$ cat src/sv/pwr_pkg.sv
// ----------------------------------------------------------------------------
// Protobuf wire reader package
// Shared widths, result kinds, error causes and the default buffer limit.
// ----------------------------------------------------------------------------
`timescale 1ns / 1ps
`default_nettype none

package pwr_pkg;

  // Payload widths of the two channels.
  localparam int unsigned ByteW  = 8;
  localparam int unsigned AfterW = 16;
  localparam int unsigned KindW  = 3;
  localparam int unsigned FieldW = 32;
  localparam int unsigned WtypeW = 3;
  localparam int unsigned ValueW = 64;
  localparam int unsigned CauseW = 3;

  // Default upper bound on the buffer length.
  localparam longint unsigned MaxBufferLenDef = 64'd65536;

  // Kind of a delivered result.
  typedef enum logic [KindW-1:0] {
    KindVarint  = 3'd0,
    KindFixed64 = 3'd1,
    KindFixed32 = 3'd2,
    KindLength  = 3'd3,
    KindPayload = 3'd4,
    KindError   = 3'd5
  } result_kind_e;

  // Cause carried by an error result.
  typedef enum logic [CauseW-1:0] {
    CauseNone      = 3'd0,
    CauseTruncated = 3'd1,
    CauseOverlong  = 3'd2,
    CauseBadType   = 3'd3,
    CauseTooLong   = 3'd4
  } err_cause_e;

  // Wire types that the tag may carry.
  localparam logic [WtypeW-1:0] WtVarint  = 3'd0;
  localparam logic [WtypeW-1:0] WtFixed64 = 3'd1;
  localparam logic [WtypeW-1:0] WtLength  = 3'd2;
  localparam logic [WtypeW-1:0] WtFixed32 = 3'd5;

  // One result as held in the output stages.
  typedef struct packed {
    result_kind_e             kind;
    logic [FieldW-1:0]        field_number;
    logic [WtypeW-1:0]        wire_type;
    logic [ValueW-1:0]        field_value;
    logic                     payload_last;
    logic                     buffer_end;
    err_cause_e               cause;
  } result_t;

endpackage : pwr_pkg

`default_nettype wire

$ cat src/sv/pwr_in_if.sv
// ----------------------------------------------------------------------------
// Protobuf wire reader input channel
// Valid/ready channel that carries one byte of the encoded buffer.
// ----------------------------------------------------------------------------
`timescale 1ns / 1ps
`default_nettype none

interface pwr_in_if;
  import pwr_pkg::*;

  logic              valid;
  logic              ready;
  logic [ByteW-1:0]  data_byte;
  logic              first_of_buffer;
  logic [AfterW-1:0] bytes_after;

  modport source (output valid, output data_byte, output first_of_buffer,
                  output bytes_after, input ready);
  modport sink   (input valid, input data_byte, input first_of_buffer,
                  input bytes_after, output ready);

endinterface : pwr_in_if

`default_nettype wire

$ cat src/sv/pwr_out_if.sv
// ----------------------------------------------------------------------------
// Protobuf wire reader output channel
// Valid/ready channel that carries one decoded field, payload byte or error.
// ----------------------------------------------------------------------------
`timescale 1ns / 1ps
`default_nettype none

interface pwr_out_if;
  import pwr_pkg::*;

  logic              valid;
  logic              ready;
  logic [KindW-1:0]  result_kind;
  logic [FieldW-1:0] field_number;
  logic [WtypeW-1:0] wire_type;
  logic [ValueW-1:0] field_value;
  logic              payload_last;
  logic              buffer_end;
  logic [CauseW-1:0] error_cause;

  modport source (output valid, output result_kind, output field_number,
                  output wire_type, output field_value, output payload_last,
                  output buffer_end, output error_cause, input ready);
  modport sink   (input valid, input result_kind, input field_number,
                  input wire_type, input field_value, input payload_last,
                  input buffer_end, input error_cause, output ready);

endinterface : pwr_out_if

`default_nettype wire

$ cat src/sv/protobuf_wire_reader_top.sv
// ----------------------------------------------------------------------------
// Protobuf wire reader
// Decodes a protobuf wire-format buffer one byte per request.
// ----------------------------------------------------------------------------
// The block takes one buffer byte per cycle and turns tags, varints, fixed
// 32/64-bit values and length-delimited headers with their payload bytes into
// at most one result per byte. A byte is decoded in the cycle it is accepted:
// the parse state updates in a single step and the result is registered in
// the output register, or in the skid stage behind it while that register is
// held. The skid stage holds one entry; input ready only drops while that
// stage is full, so the sustained rate is one byte per cycle whenever the
// consumer keeps up. Any error gives one error result and silences the block
// until a byte with first_of_buffer set starts a new buffer.
`timescale 1ns / 1ps
`default_nettype none

module protobuf_wire_reader_top #(
  parameter longint unsigned MAX_BUFFER_LEN = pwr_pkg::MaxBufferLenDef
) (
  input  wire        clk_i,
  input  wire        rst_ni,
  pwr_in_if.sink     in_i,
  pwr_out_if.source  out_o
);
  import pwr_pkg::*;

  typedef enum logic [2:0] {
    PhTag     = 3'd0,
    PhVarint  = 3'd1,
    PhFixed   = 3'd2,
    PhLength  = 3'd3,
    PhPayload = 3'd4
  } phase_e;

  localparam logic [32:0] AfterCap = 33'(MAX_BUFFER_LEN - 64'd1);

  // Parse state.
  phase_e              phase_q, phase_d;
  logic [ValueW-1:0]   acc_q, acc_d;
  logic [3:0]          pos_q, pos_d;
  logic [FieldW-1:0]   fnum_q, fnum_d;
  logic [WtypeW-1:0]   wtype_q, wtype_d;
  logic [AfterW-1:0]   rem_q, rem_d;
  logic                sticky_q, sticky_d;

  // Output register and skid stage.
  logic                out_valid_q;
  logic                skid_valid_q;
  result_t             out_q;
  result_t             skid_q;

  // Decode signals.
  phase_e              c_phase;
  logic [ValueW-1:0]   c_acc;
  logic [3:0]          c_pos;
  logic [FieldW-1:0]   c_fnum;
  logic [WtypeW-1:0]   c_wtype;
  logic [AfterW-1:0]   c_rem;
  logic                c_sticky;
  logic [AfterW-1:0]   after_c;
  logic                end_c;
  logic [3:0]          pos_lim;
  logic [5:0]          vi_shamt;
  logic [ValueW-1:0]   vi_acc;
  logic                vi_done;
  logic                vi_over;
  logic [ValueW-1:0]   fx_acc;
  logic [3:0]          fx_pos;
  logic [3:0]          fx_need;
  logic [AfterW-1:0]   rem_dec;
  logic                pay_last;
  logic                fail;
  err_cause_e          fail_cause;
  logic                res_valid;
  result_t             res;
  logic                in_fire;
  logic                out_take;

  assign in_fire  = in_i.valid && in_i.ready;
  assign out_take = out_valid_q && out_o.ready;
  assign in_i.ready = !skid_valid_q;

  // Clamp the byte count to the buffer limit and spot the last byte.
  always_comb begin
    if (33'(in_i.bytes_after) > AfterCap) begin
      after_c = AfterCap[AfterW-1:0];
    end else begin
      after_c = in_i.bytes_after;
    end
    end_c = (after_c == '0);
  end

  // A new buffer clears the parse state and the sticky error first.
  always_comb begin
    if (in_i.first_of_buffer) begin
      c_phase  = PhTag;
      c_acc    = '0;
      c_pos    = '0;
      c_fnum   = '0;
      c_wtype  = '0;
      c_rem    = '0;
      c_sticky = 1'b0;
    end else begin
      c_phase  = phase_q;
      c_acc    = acc_q;
      c_pos    = pos_q;
      c_fnum   = fnum_q;
      c_wtype  = wtype_q;
      c_rem    = rem_q;
      c_sticky = sticky_q;
    end
  end

  // Varint and fixed-value byte merge.
  always_comb begin
    pos_lim  = (c_pos > 4'd9) ? 4'd9 : c_pos;
    vi_shamt = {2'b00, pos_lim} * 6'd7;
    vi_acc   = c_acc | ({57'd0, in_i.data_byte[6:0]} << vi_shamt);
    vi_done  = !in_i.data_byte[7];
    vi_over  = in_i.data_byte[7] && (c_pos >= 4'd9);
    fx_acc   = c_acc | ({56'd0, in_i.data_byte} << {c_pos[2:0], 3'b000});
    fx_pos   = c_pos + 4'd1;
    fx_need  = (c_wtype == WtFixed64) ? 4'd8 : 4'd4;
    rem_dec  = (c_rem != '0) ? (c_rem - 16'd1) : c_rem;
    pay_last = (rem_dec == '0);
  end

  // Next parse state and result for the byte at the input.
  always_comb begin
    phase_d    = c_phase;
    acc_d      = c_acc;
    pos_d      = c_pos;
    fnum_d     = c_fnum;
    wtype_d    = c_wtype;
    rem_d      = c_rem;
    sticky_d   = c_sticky;
    fail       = 1'b0;
    fail_cause = CauseNone;
    res_valid  = 1'b0;
    res.kind         = KindVarint;
    res.field_number = c_fnum;
    res.wire_type    = c_wtype;
    res.field_value  = '0;
    res.payload_last = 1'b0;
    res.buffer_end   = 1'b0;
    res.cause        = CauseNone;

    if (!c_sticky) begin
      case (c_phase)
        PhVarint, PhLength: begin
          if (vi_over) begin
            fail       = 1'b1;
            fail_cause = CauseOverlong;
          end else if (!vi_done) begin
            acc_d = vi_acc;
            pos_d = c_pos + 4'd1;
            if (end_c) begin
              fail       = 1'b1;
              fail_cause = CauseTruncated;
            end
          end else if (c_phase == PhVarint) begin
            res_valid       = 1'b1;
            res.kind        = KindVarint;
            res.field_value = vi_acc;
            res.buffer_end  = end_c;
            phase_d         = PhTag;
            acc_d           = '0;
            pos_d           = '0;
          end else if (vi_acc > {48'd0, after_c}) begin
            fail       = 1'b1;
            fail_cause = CauseTooLong;
          end else begin
            res_valid       = 1'b1;
            res.kind        = KindLength;
            res.field_value = vi_acc;
            res.buffer_end  = (vi_acc == '0) && end_c;
            acc_d           = '0;
            pos_d           = '0;
            if (vi_acc != '0) begin
              rem_d   = vi_acc[AfterW-1:0];
              phase_d = PhPayload;
            end else begin
              phase_d = PhTag;
            end
          end
        end

        PhFixed: begin
          if (fx_pos < fx_need) begin
            acc_d = fx_acc;
            pos_d = fx_pos;
            if (end_c) begin
              fail       = 1'b1;
              fail_cause = CauseTruncated;
            end
          end else begin
            res_valid       = 1'b1;
            res.kind        = (fx_need == 4'd8) ? KindFixed64 : KindFixed32;
            res.field_value = fx_acc;
            res.buffer_end  = end_c;
            acc_d           = '0;
            pos_d           = '0;
            phase_d         = PhTag;
          end
        end

        PhPayload: begin
          rem_d = rem_dec;
          if (!pay_last && end_c) begin
            fail       = 1'b1;
            fail_cause = CauseTruncated;
          end else begin
            res_valid        = 1'b1;
            res.kind         = KindPayload;
            res.field_value  = {56'd0, in_i.data_byte};
            res.payload_last = pay_last;
            res.buffer_end   = pay_last && end_c;
            if (pay_last) begin
              phase_d = PhTag;
            end
          end
        end

        default: begin
          // Tag varint; a complete tag alone gives no result.
          phase_d = PhTag;
          if (vi_over) begin
            fail       = 1'b1;
            fail_cause = CauseOverlong;
          end else if (!vi_done) begin
            acc_d = vi_acc;
            pos_d = c_pos + 4'd1;
            if (end_c) begin
              fail       = 1'b1;
              fail_cause = CauseTruncated;
            end
          end else begin
            fnum_d  = vi_acc[FieldW+2:3];
            wtype_d = vi_acc[WtypeW-1:0];
            acc_d   = '0;
            pos_d   = '0;
            if (vi_acc[WtypeW-1:0] != WtVarint && vi_acc[WtypeW-1:0] != WtFixed64 &&
                vi_acc[WtypeW-1:0] != WtLength && vi_acc[WtypeW-1:0] != WtFixed32) begin
              fail       = 1'b1;
              fail_cause = CauseBadType;
            end else if (end_c) begin
              fail       = 1'b1;
              fail_cause = CauseTruncated;
            end else if (vi_acc[WtypeW-1:0] == WtVarint) begin
              phase_d = PhVarint;
            end else if (vi_acc[WtypeW-1:0] == WtLength) begin
              phase_d = PhLength;
            end else begin
              phase_d = PhFixed;
            end
          end
        end
      endcase
    end

    // An error clears the parse state and blanks the result fields.
    if (fail) begin
      phase_d          = PhTag;
      acc_d            = '0;
      pos_d            = '0;
      fnum_d           = '0;
      wtype_d          = '0;
      rem_d            = '0;
      sticky_d         = 1'b1;
      res_valid        = 1'b1;
      res.kind         = KindError;
      res.field_number = '0;
      res.wire_type    = '0;
      res.field_value  = '0;
      res.payload_last = 1'b0;
      res.buffer_end   = 1'b0;
      res.cause        = fail_cause;
    end
  end

  // Parse state registers, updated on each accepted request.
  always_ff @(posedge clk_i or negedge rst_ni) begin
    if (!rst_ni) begin
      phase_q  <= PhTag;
      acc_q    <= '0;
      pos_q    <= '0;
      fnum_q   <= '0;
      wtype_q  <= '0;
      rem_q    <= '0;
      sticky_q <= 1'b0;
    end else if (in_fire) begin
      phase_q  <= phase_d;
      acc_q    <= acc_d;
      pos_q    <= pos_d;
      fnum_q   <= fnum_d;
      wtype_q  <= wtype_d;
      rem_q    <= rem_d;
      sticky_q <= sticky_d;
    end
  end

  // Output register and skid stage occupancy.
  always_ff @(posedge clk_i or negedge rst_ni) begin
    if (!rst_ni) begin
      out_valid_q  <= 1'b0;
      skid_valid_q <= 1'b0;
    end else if (!out_valid_q || out_take) begin
      if (skid_valid_q) begin
        out_valid_q  <= 1'b1;
        skid_valid_q <= 1'b0;
      end else begin
        out_valid_q <= in_fire && res_valid;
      end
    end else if (in_fire && res_valid) begin
      skid_valid_q <= 1'b1;
    end
  end

  // Result payload moves without reset.
  always_ff @(posedge clk_i) begin
    if (!out_valid_q || out_take) begin
      if (skid_valid_q) begin
        out_q <= skid_q;
      end else if (in_fire && res_valid) begin
        out_q <= res;
      end
    end else if (in_fire && res_valid) begin
      skid_q <= res;
    end
  end

  assign out_o.valid        = out_valid_q;
  assign out_o.result_kind  = out_q.kind;
  assign out_o.field_number = out_q.field_number;
  assign out_o.wire_type    = out_q.wire_type;
  assign out_o.field_value  = out_q.field_value;
  assign out_o.payload_last = out_q.payload_last;
  assign out_o.buffer_end   = out_q.buffer_end;
  assign out_o.error_cause  = out_q.cause;

  // The skid stage only fills behind a full output register.
  a_skid_behind_out: assert property (@(posedge clk_i) disable iff (!rst_ni)
    skid_valid_q |-> out_valid_q)
    else $error("skid stage full while output register is empty");

  // A payload phase always has bytes still owed.
  a_payload_owed: assert property (@(posedge clk_i) disable iff (!rst_ni)
    (phase_q == PhPayload) |-> (rem_q != '0))
    else $error("payload phase with no bytes remaining");

  // Varint byte count never passes the tenth byte.
  a_pos_bound: assert property (@(posedge clk_i) disable iff (!rst_ni)
    pos_q <= 4'd9)
    else $error("varint byte position out of range");

  // The sticky error leaves a cleared parse state.
  a_sticky_clear: assert property (@(posedge clk_i) disable iff (!rst_ni)
    sticky_q |-> (phase_q == PhTag && acc_q == '0 && pos_q == '0))
    else $error("parse state not cleared under sticky error");

  // While the error is sticky, only a new buffer can produce a result.
  a_sticky_silent: assert property (@(posedge clk_i) disable iff (!rst_ni)
    (in_fire && sticky_q && !in_i.first_of_buffer) |-> !res_valid)
    else $error("result produced under sticky error");

endmodule : protobuf_wire_reader_top

`default_nettype wire

$ cat src/flat_wrapper.sv
// flat-port wrapper written by rule: the top's interface ports become plain ports
module protobuf_wire_reader_top_flat import pwr_pkg::*;
#(
  parameter longint unsigned MAX_BUFFER_LEN = pwr_pkg::MaxBufferLenDef
)
  (clk_i, rst_ni, in_i_valid, in_i_data_byte, in_i_first_of_buffer, in_i_bytes_after, in_i_ready, out_o_valid, out_o_result_kind, out_o_field_number, out_o_wire_type, out_o_field_value, out_o_payload_last, out_o_buffer_end, out_o_error_cause, out_o_ready);
  pwr_in_if in_i_i ();
  pwr_out_if out_o_i ();
  input  wire clk_i;
  input  wire rst_ni;
  input wire logic [$bits(in_i_i.valid)-1:0] in_i_valid;
  input wire logic [$bits(in_i_i.data_byte)-1:0] in_i_data_byte;
  input wire logic [$bits(in_i_i.first_of_buffer)-1:0] in_i_first_of_buffer;
  input wire logic [$bits(in_i_i.bytes_after)-1:0] in_i_bytes_after;
  output wire logic [$bits(in_i_i.ready)-1:0] in_i_ready;
  output wire logic [$bits(out_o_i.valid)-1:0] out_o_valid;
  output wire logic [$bits(out_o_i.result_kind)-1:0] out_o_result_kind;
  output wire logic [$bits(out_o_i.field_number)-1:0] out_o_field_number;
  output wire logic [$bits(out_o_i.wire_type)-1:0] out_o_wire_type;
  output wire logic [$bits(out_o_i.field_value)-1:0] out_o_field_value;
  output wire logic [$bits(out_o_i.payload_last)-1:0] out_o_payload_last;
  output wire logic [$bits(out_o_i.buffer_end)-1:0] out_o_buffer_end;
  output wire logic [$bits(out_o_i.error_cause)-1:0] out_o_error_cause;
  input wire logic [$bits(out_o_i.ready)-1:0] out_o_ready;
  assign in_i_i.valid = in_i_valid;
  assign in_i_i.data_byte = in_i_data_byte;
  assign in_i_i.first_of_buffer = in_i_first_of_buffer;
  assign in_i_i.bytes_after = in_i_bytes_after;
  assign in_i_ready = in_i_i.ready;
  assign out_o_valid = out_o_i.valid;
  assign out_o_result_kind = out_o_i.result_kind;
  assign out_o_field_number = out_o_i.field_number;
  assign out_o_wire_type = out_o_i.wire_type;
  assign out_o_field_value = out_o_i.field_value;
  assign out_o_payload_last = out_o_i.payload_last;
  assign out_o_buffer_end = out_o_i.buffer_end;
  assign out_o_error_cause = out_o_i.error_cause;
  assign out_o_i.ready = out_o_ready;
  protobuf_wire_reader_top #(.MAX_BUFFER_LEN(MAX_BUFFER_LEN)) u_core (.clk_i(clk_i), .rst_ni(rst_ni), .in_i(in_i_i), .out_o(out_o_i));
endmodule
$ cat config.mk
export PLATFORM = sky130hd
export DESIGN_NAME = protobuf_wire_reader_top_flat
export DESIGN_NICKNAME = d
export VERILOG_FILES = /design/src/sv/pwr_pkg.sv /design/src/sv/pwr_in_if.sv /design/src/sv/pwr_out_if.sv /design/src/sv/protobuf_wire_reader_top.sv /design/src/flat_wrapper.sv
export SDC_FILE = /design/constraint.sdc
export NUM_CORES = 1
export LEC_CHECK = 0
export BUFFER_PORTS_ARGS = -buffer_cell sky130_fd_sc_hd__buf_2
export CORE_UTILIZATION = 40
export DETAILED_ROUTE_END_ITERATION = 10
export SYNTH_ARGS = -nofsm -noshare
export SYNTH_HDL_FRONTEND = slang
export SYNTH_SLANG_ARGS = --single-unit
$ cat constraint.sdc
create_clock -name clk_i -period 18.8 [get_ports clk_i]
set_input_delay 4.7 -clock clk_i [delete_from_list [all_inputs] [get_ports clk_i]]
set_output_delay 4.7 -clock clk_i [all_outputs]
set_load 0.1 [all_outputs]
### Word-level counts from Yosys, hierarchy flattened

Index checks and enable logic that the tools add are counted.

* input port bits: 29
* output and inout bits: 109
* bits in registers: 339

* order comparisons: 4
* reductions and logical operators: 27
* bitwise logic cells: 3
* eq/ne operators: 10
* multiplexer cells: 129
* multipliers: 1
* shift operators: 2
* add/subtract/negate cells: 2

Operators with widths (number)
* two-way mux 64 bit: 15
* one-hot mux 64 bit (3 select lines): 2
* two-way mux 107 bit: 3
* two-way mux 32 bit: 6
* two-way mux 16 bit: 9
* bitwise OR 64 bit: 2
* two-way mux 3 bit: 35
* two-way mux 66 bit: 1
* greater-than comparator 64 x 16 -> 1 bit: 1
* logical NOT 64 bit: 1
* nonzero test 64 bit: 1
* left shift 7 x 6 -> 64 bit: 1
* left shift 8 x 6 -> 64 bit: 1
* two-way mux 4 bit: 12
* two-way mux 1 bit: 34
* logical NOT 16 bit: 2
* one-hot mux 16 bit (2 select lines): 1
* one-hot mux 3 bit (3 select lines): 3
* nonzero test 16 bit: 1
* subtractor 16 x 1 -> 16 bit, second input constant: 1
* one-hot mux 4 bit (3 select lines): 1
* logical AND 1 bit: 10
* two-way mux 10 bit: 1
* equality test 3 x 2 -> 1 bit, second input constant: 3
* other kinds (22): 31

### Logic depth before layout (Yosys ltp)

Gate-level depths: netlist of the first run.

* word-level depth: 19
* depth in mapped cells: 37
* mapped depth without buffers: 29

### Worst setup path before layout of the first run

No wires, ideal clock.

* kind: input to register
* start point: input port in_i_first_of_buffer
* end point: register u_core.skid_q[0] in the netlist's numbering (enable)
* arrival time: 19505 ps
* cell stages on the path: 33
* data required time: 18068 ps
* path slack: -1437 ps
* library setup time: 732 ps
* cell sequence: buf_2 -> buf_2 -> buf_2 -> clkbuf_1 -> clkbuf_1 -> buf_1 -> clkbuf_1 -> buf_1 -> buf_1 -> nor2_1 -> ha_1 -> a31o_2 -> ha_1 -> nand3_1 -> and3_1 -> clkbuf_1 -> nor2_1 -> clkbuf_1 -> clkbuf_1 -> nor2_1 -> a221oi_1 -> inv_1 -> ha_1 -> and4_1 -> a221oi_1 -> a21oi_1 -> a2111oi_0 -> and4_1 -> a31o_2 -> nand2_1 -> nand2_1 -> o21ai_0 -> a211oi_1

* longest elaborated chain between the ends: 18
* elaborated cells between the ends (all ways): 58
* classes of those cells: add/sub: 2; mul: 1; order compare: 4; eq/ne: 8; shift: 1; mux: 29; bitwise: 1; reduce/logical: 12

RTL lines
* start: declaration: line flat_wrapper.sv:13 `input wire logic [$bits(in_i_i.first_of_buffer)-1:0] in_i_first_of_buffer;`
* branches (longest 15 deep; another with greater-than comparator 64 x 16 -> 1 bit)
* two-way mux 1 bit (*): line protobuf_wire_reader_top.sv:262 `if (fail) begin`
* logical AND 1 bit (*): line protobuf_wire_reader_top.sv:327 `end else if (in_fire && res_valid) begin`
* AND reduction 2 bit (no source line) (*)
* end signal: assignment: line protobuf_wire_reader_top.sv:328 `skid_q <= res;`
* end: declaration: line protobuf_wire_reader_top.sv:50 `result_t skid_q;`

Every way passes the cells marked *.
A chain may end at the register's enable or synchronous reset.

### Final worst setup path of the first run

* start point: input port in_i_first_of_buffer
* end point: register u_core.out_q (netlist bit u_core.out_o.field_value[36]) (enable)

* longest elaborated chain between the ends: 19
* elaborated cells between the ends (all ways): 59
* classes of those cells: add/sub: 2; mul: 1; order compare: 4; eq/ne: 8; shift: 1; mux: 29; bitwise: 1; reduce/logical: 13

RTL lines
* branches (longest 15 deep; another with greater-than comparator 64 x 16 -> 1 bit)
* two-way mux 1 bit (*): line protobuf_wire_reader_top.sv:262
* logical AND 1 bit (*): line protobuf_wire_reader_top.sv:324 `end else if (in_fire && res_valid) begin`
* nonzero test 2 bit (no source line) (*)
* AND reduction 2 bit (no source line) (*)
* end signal: assignment: line protobuf_wire_reader_top.sv:323 `out_q <= skid_q;`
* end signal: assignment: line protobuf_wire_reader_top.sv:325 `out_q <= res;`
* end: declaration: line protobuf_wire_reader_top.sv:49 `result_t out_q;`

Marks and branches as above.

==> metrics.csv, run 1 <==
metric,value,unit
status,finished clean,
syn2layout_area_growth,12.20,%
relSlewSlack,0.1736,
ys.warnings.count,0,
required,18.99,ns
period_minus_slack,15.56,ns
cts_buffer_depth,3,
drive_gt1_frac,0.1481,
die_area,51810,µm²
hold_end,u_core.fnum_q[31],
fmax,64.25,MHz
multi_input_area,9963,µm²
drv_cap,0,
num_vias,19270,
synth_area_leaders,"edfxtp_1 (32%), dfrtp_1 (15%), nand2_1 (5.0%)",
clk_pin_slew,0.06,ns
antenna_found_initial,0,
placed_area,21680,µm²
synthArstFlopShare,0.3687,
io_pins,138,
r2r_end,u_core.out_o.field_value[36],
grt_pass1_wl,118600,µm
yosysTopAreaCellShare,0.3156,
hpwlAfterDp,55600,µm
avgSynthCellArea,9.197,µm²
fill_cells,4841,
slowest_delay,0.85,ns
cts-resized-gates,0,
wl,80290,µm
overflow,0,
syn_nets,2269,
cts_max_level,2,
drt-initial-drc-count,2838,
period_share,0.8278,
post_cts_buffers,0,
post-route-util,0.4554,
synth.cell_area,20360,µm²
rsz0062_at_grt,no,
yosys_register_bits,339,
vdd_ir_drop_max,70.61,µV
worst_pin_slew,1.235,ns
ff_latch_area,9555,µm²
reg2reg_depth,27,
cp.arrival,15.76,ns
worst_setup_path_end_kind,register,
hold_path_depth,2,
final_area,22850,µm²
antenna_left,0,
vias_per_cell,6.493,
port_buffers,137,
yosysUniqueCellTypes,92,
synth_top_area_cell,edfxtp_1,
gp_congestion,1.024,
synth_edf_count,214,
cts-root-buf,clkbuf_16,
r2r-start,u_core.pos_q[1],
cts_tree,yes,
cts_made_buffers,37,
nets,2321,
die_h,227.6,µm
cp-start-kind,input pin,
hold_violations,0,
core,50170,µm²
clk_latency,0.57,ns
num_antenna_cells,0,
hold_buffers,0,
cp_common_cell,ha_1,
power_density,170.1,nW/µm²
critPathKind,in2reg,
netlist_instances,2214,
grtUsageTotal,0.3078,
grt_pass1_vias,17910,
hold_class,reg2reg,
ys.flop_type,edfxtp_1,
cp_slowest_cell,nand2_1,
drtPass1Iterations,7,
cts.sinks,339,
r2r_setup_slack,6.87,ns
drc_errors,0,
crit_fanout,92,
rows,82,
die_x,227.6,µm
start_util,0.4059,
clock_skew,0.02592,ns
power.leakage,0.008711,µW
slew_viol_final,0,
ys_seq_area_frac,0.4692,
setup_violations,0,
min_from,u_core.fnum_q[31],
routedWlPerCell,27.06,µm
finalSetupTns,0,ns
grt_max_degree,108,
## cell usage in the layout (no fill, tap or decap), types with 16 or more instances in the layout
cell       Yosys  final
nand2_1      273    271
nor3_1        38     35
clkbuf_16      0     37
a21oi_1      195    193
a221oi_1      26     26
buf_2         22    135
a22oi_1       16     16
a31oi_1       34     33
nor2_1       213    212
o21ai_0      164    164
nand3_1       37     36
nor2b_1       86     86
dfrtp_1      125    124
o22a_1        24     24
mux2_2        42     42
o21ai_1       27     26
o22ai_1       30     30
buf_4          1     57
ha_1          25     25
a22o_1        63     63
inv_1         47     46
a21o_1        27     27
o31ai_1       18     18
edfxtp_1     214    214
nor4_1        18     18
## power by group
part / internal (µW) / switching [µW]
Combinational: 521 / 1600
Clock: 396 / 315
Sequential: 950 / 105
## cells in the mapped netlist, types with 12 or more instances
master	n
o211ai_1	12
nand2_1	273
o21ai_1	27
a21o_1	27
buf_2	22
inv_1	47
a211oi_1	16
o22a_1	24
a22o_1	63
a222oi_1	15
dfrtp_1	125
a21oi_1	195
nor2b_1	86
nor3_1	38
o31ai_1	18
a31oi_1	34
clkbuf_1	140
buf_1	13
a221oi_1	26
mux2i_1	12
o221ai_1	15
mux2_2	42
ha_1	25
nor4_1	18
o22ai_1	30
and3_1	12
edfxtp_1	214
a22oi_1	16
o21ai_0	164
nor2_1	213
nand3_1	37
## kinds of logic (layout without fill, tap and decap cells)
kind of cell	after synthesis	in the layout	synth area share
fa+ha+maj	26	26	0.01635
buf+inv	229	310	0.04559
compound gates	794	794	0.2601
simple gates	763	763	0.1757
xor+xnor	9	9	0.003871
mux	54	54	0.02913
flops	339	339	0.4692
## critical path: cells and delay by family
family	cells	cell delay, ns
buf+inv	4	1.19
compound gates	11	4.55
simple gates	8	3.23
fa+ha+maj	5	1.86
## through the flow
stage | std cells | total power [µW] | worst slack [ns] | hold slack [ns]
finish | 2967 | 3885 | 3.237 | 0.4823
global route | 2967 | 4034 | 2.666 | 0.5086
CTS | 2967 | 3837 | 3.646 | 0.4890
detailed placement | 2899 | 3122 | 3.082 | 0.4741
global placement | 2899 | 3114 | 3.398 | 0.4627
floorplan | 2214 | 2478 | 0.6141 | 0.4415
## metal layers
metal  up-vias  GRT usage  wire length [µm]
li1       8437          -                 -
met1      9415     0.4298             33450
met2      1221     0.4609             34950
met3       192    0.07572              8817
met4         0     0.1126              3079
met5         -          0                 0
## how the worst max path moves through the flow
stage                                    start                      endpoint  slack [ns]  cells past startpoint
after global placement    in_i_first_of_buffer  u_core.out_o.field_value[48]        3.40                     28
after global routing      in_i_first_of_buffer  u_core.out_o.field_value[57]        2.67                     31
after CTS                 in_i_first_of_buffer  u_core.out_o.field_value[36]        3.65                     28
after floorplan           in_i_first_of_buffer       u_core.out_o.buffer_end        0.61                     33
final                     in_i_first_of_buffer  u_core.out_o.field_value[36]        3.24                     28
after detailed placement  in_i_first_of_buffer  u_core.out_o.field_value[48]        3.08                     28
## state kept, by name (all words and copies together) (netlist names)
register	count
u_core.acc_q	64
u_core.fnum_q	32
u_core.out_o.buffer_end	1
u_core.out_o.error_cause	3
u_core.out_o.field_number	32
u_core.out_o.field_value	64
u_core.out_o.payload_last	1
u_core.out_o.result_kind	3
u_core.out_o.valid	1
u_core.out_o.wire_type	3
u_core.phase_q	3
u_core.pos_q	4
u_core.rem_q	16
u_core.skid_q	107
u_core.skid_valid_q	1
u_core.sticky_q	1
u_core.wtype_q	3
## cell type report
| class | count | area share |
|---|---|---|
| clock inverters | 22 | 0.007174 |
| multi-input cells | 1646 | 0.4361 |
| well taps | 672 | 0.03680 |
| flip-flops and latches | 339 | 0.4182 |
| repair buffers | 194 | 0.05005 |
| clock buffers | 46 | 0.04376 |
| inverters | 48 | 0.007886 |
No activity file was read; power rests on OpenSTA's default activity.
==> run 2: changes to the inputs <==
==> constraint.sdc (replaced) <==
create_clock -name clk_i -period 15.5 [get_ports clk_i]
set_input_delay 3.875 -clock clk_i [delete_from_list [all_inputs] [get_ports clk_i]]
set_output_delay 3.875 -clock clk_i [all_outputs]
set_load 0.1 [all_outputs]
==> run 2 against run 1 <==
Flip-flop and latch count unchanged; worst hold slack worse by 0.0027 ns; global-route usage up 0.32 points; register-to-register slack worse by 2.1 ns; setup slack worse by 1.1 ns; combinational power up 26%; largest power group unchanged; highest routed layer is now met5.
==> metrics.csv, run 2 (same netlist as run 1, synthesis figures left out) <==
metric,value,unit,change
clk_pin_slew,0.06,ns,about the same
largest_register_ffs,107,,unchanged
fill_cells,4769,,was 4841
worst_setup_path_end_kind,register,,unchanged
required,15.74,ns,was 18.99 ns
vias_per_cell,6.474,,was 6.493
post_cts_buffers,0,,unchanged
rows,82,,unchanged
slowest_delay,0.68,ns,was 0.85 ns
critPathTopFamily,compound AO/OA/AOI/OAI gates,,unchanged
grtUsageTotal,0.3110,,was 0.3078
final_area,23170,µm²,was 22850 µm²
io_pins,138,,unchanged
use_met2,0.4647,,was 0.4609
power_density,211.3,nW/µm²,was 170.1 nW/µm²
drc_errors,0,,unchanged
status,finished clean,,unchanged
fmax,75.06,MHz,
hold_class,reg2reg,,unchanged
cp_num_buf_inv,6,,was 4
cts_tree,yes,,unchanged
worst_pin_slew,1.378,ns,was 1.235 ns
critPathKind,in2reg,,unchanged
drtPass1Iterations,9,,was 7
finalSetupTns,0,ns,unchanged
port_buffers,137,,unchanged
use_met3,0.07199,,was 0.07572
cp_common_cell,ha_1,,unchanged
cts_made_buffers,39,,was 37
antenna_found_initial,2,,was 0
r2r-start,u_core.pos_q[1],,unchanged
cts-resized-gates,0,,unchanged
wl,80600,µm,was 80290 µm
hold_violations,0,,unchanged
cp-startpoint,in_i_first_of_buffer,,unchanged
period_share,0.8595,,
cp-start-kind,input pin,,unchanged
layout_common_cells,"nand2_1 (273), edfxtp_1 (214), nor2_1 (211)",,"was nand2_1 (271), edfxtp_1 (214), nor2_1 (212)"
cp_slowest_cell,fa_1,,was nand2_1
regMostFlops,u_core.skid_q,,unchanged
hpwlAfterDp,54450,µm,was 55600 µm
die_h,227.6,µm,unchanged
placed_area,21870,µm²,was 21680 µm²
nets,2347,,was 2321
num_vias,19390,,was 19270
grt_max_degree,108,,unchanged
die_area,51810,µm²,unchanged
cts_max_level,2,,unchanged
setup_violations,0,,unchanged
cts_buffer_depth,3,,unchanged
rsz0062_at_grt,no,,unchanged
drive_gt1_frac,0.1576,,was 0.1481
min_from,u_core.fnum_q[25],,was u_core.fnum_q[31]
drv_cap,0,,unchanged
cts-root-buf,clkbuf_16,,unchanged
crit_fanout,35,,was 92
overflow,0,,unchanged
vdd_ir_drop_max,86.81,µV,was 70.61 µV
antenna_left,0,,unchanged
drt-initial-drc-count,2943,,was 2838
cp.arrival,13.56,ns,was 15.76 ns
hold_buffers,0,,unchanged
syn2layout_area_growth,13.81,%,was 12.20%
slew_viol_final,0,,unchanged
power.leakage,0.008902,µW,was 0.008711 µW
start_util,0.4059,,unchanged
gp_congestion,0.9948,,was 1.024
die_x,227.6,µm,unchanged
core,50170,µm²,unchanged
globalRoute.busiestLayer,met2,,unchanged
final_common_cell,nand2_1,,unchanged
period_minus_slack,13.32,ns,
use_met1,0.4326,,was 0.4298
cts.sinks,339,,unchanged
grt_pass1_wl,120200,µm,was 118600 µm
relSlewSlack,0.07416,,was 0.1736
clock_skew,0.03747,ns,was 0.02592 ns
clk_latency,0.58,ns,was 0.57 ns
grt_pass1_vias,18410,,was 17910
routedWlPerCell,26.91,µm,was 27.06 µm
run 2: final cells by class:
cell class | count | area, µm² | share of cell area
multi-input combinational | 1646 | 9956 | 0.4296
sequential | 339 | 9555 | 0.4123
timing repair buffer | 218 | 1336 | 0.05766
clock buffer | 48 | 1072 | 0.04627
tap | 672 | 840.8 | 0.03628
clock inverter | 23 | 231.5 | 0.009988
inverter | 48 | 180.2 | 0.007775
antenna | 1 | 2.502 | 0.0001080
run 2: worst paths after layout:
kind                                                endpoint  slack (ns)  depth (start not counted)
worst max-delay path            u_core.out_o.field_value[29]        2.18                         32
worst min-delay path                       u_core.fnum_q[25]        0.48                          2
worst max register to register  u_core.out_o.field_value[29]        4.80                         31
worst min register to register             u_core.fnum_q[25]        0.48                          2
max in group asynchronous                   u_core.acc_q[36]       10.38                          3
min in group asynchronous                    u_core.rem_q[7]        3.26                          1
run 2: worst register-to-register path, delay by kind of cell (launching register included):
kind                       cells  cell delay (ns)
AOI/OAI and AO/OA             12             3.56
adders and majority gates      5             1.72
buffers and inverters          5             1.22
DFF                            1             0.89
and+or+nand+nor                9             2.98
run 2: per-stage QoR:
step	worst slack, ns	total power [µW]	hold slack, ns	utilization	instances
floorplan	0.7483	2996	0.4415	-	2214
global placement	2.259	3859	0.4648	0.4359	2923
detailed placement	1.977	3869	0.4698	0.4359	2923
CTS	2.518	4826	0.4827	0.4619	2994
global route	1.810	5086	0.4988	0.4619	2995
finish	2.178	4898	0.4796	0.4619	2995
run 2: metal layers:
layer  share of wire  vias to the layer above
met3            0.11                      210
met2            0.44                     1224
met4           0.037                        2
met1            0.41                     9466
met5         0.00011                        -
li1                -                     8487
run 2: power by group:
group,internal [µW],leakage [µW],switching (µW),total (µW)
Combinational,678,0.00448,1990,2670
Sequential,1150,0.00379,124,1280
Clock,561,0.000633,391,952
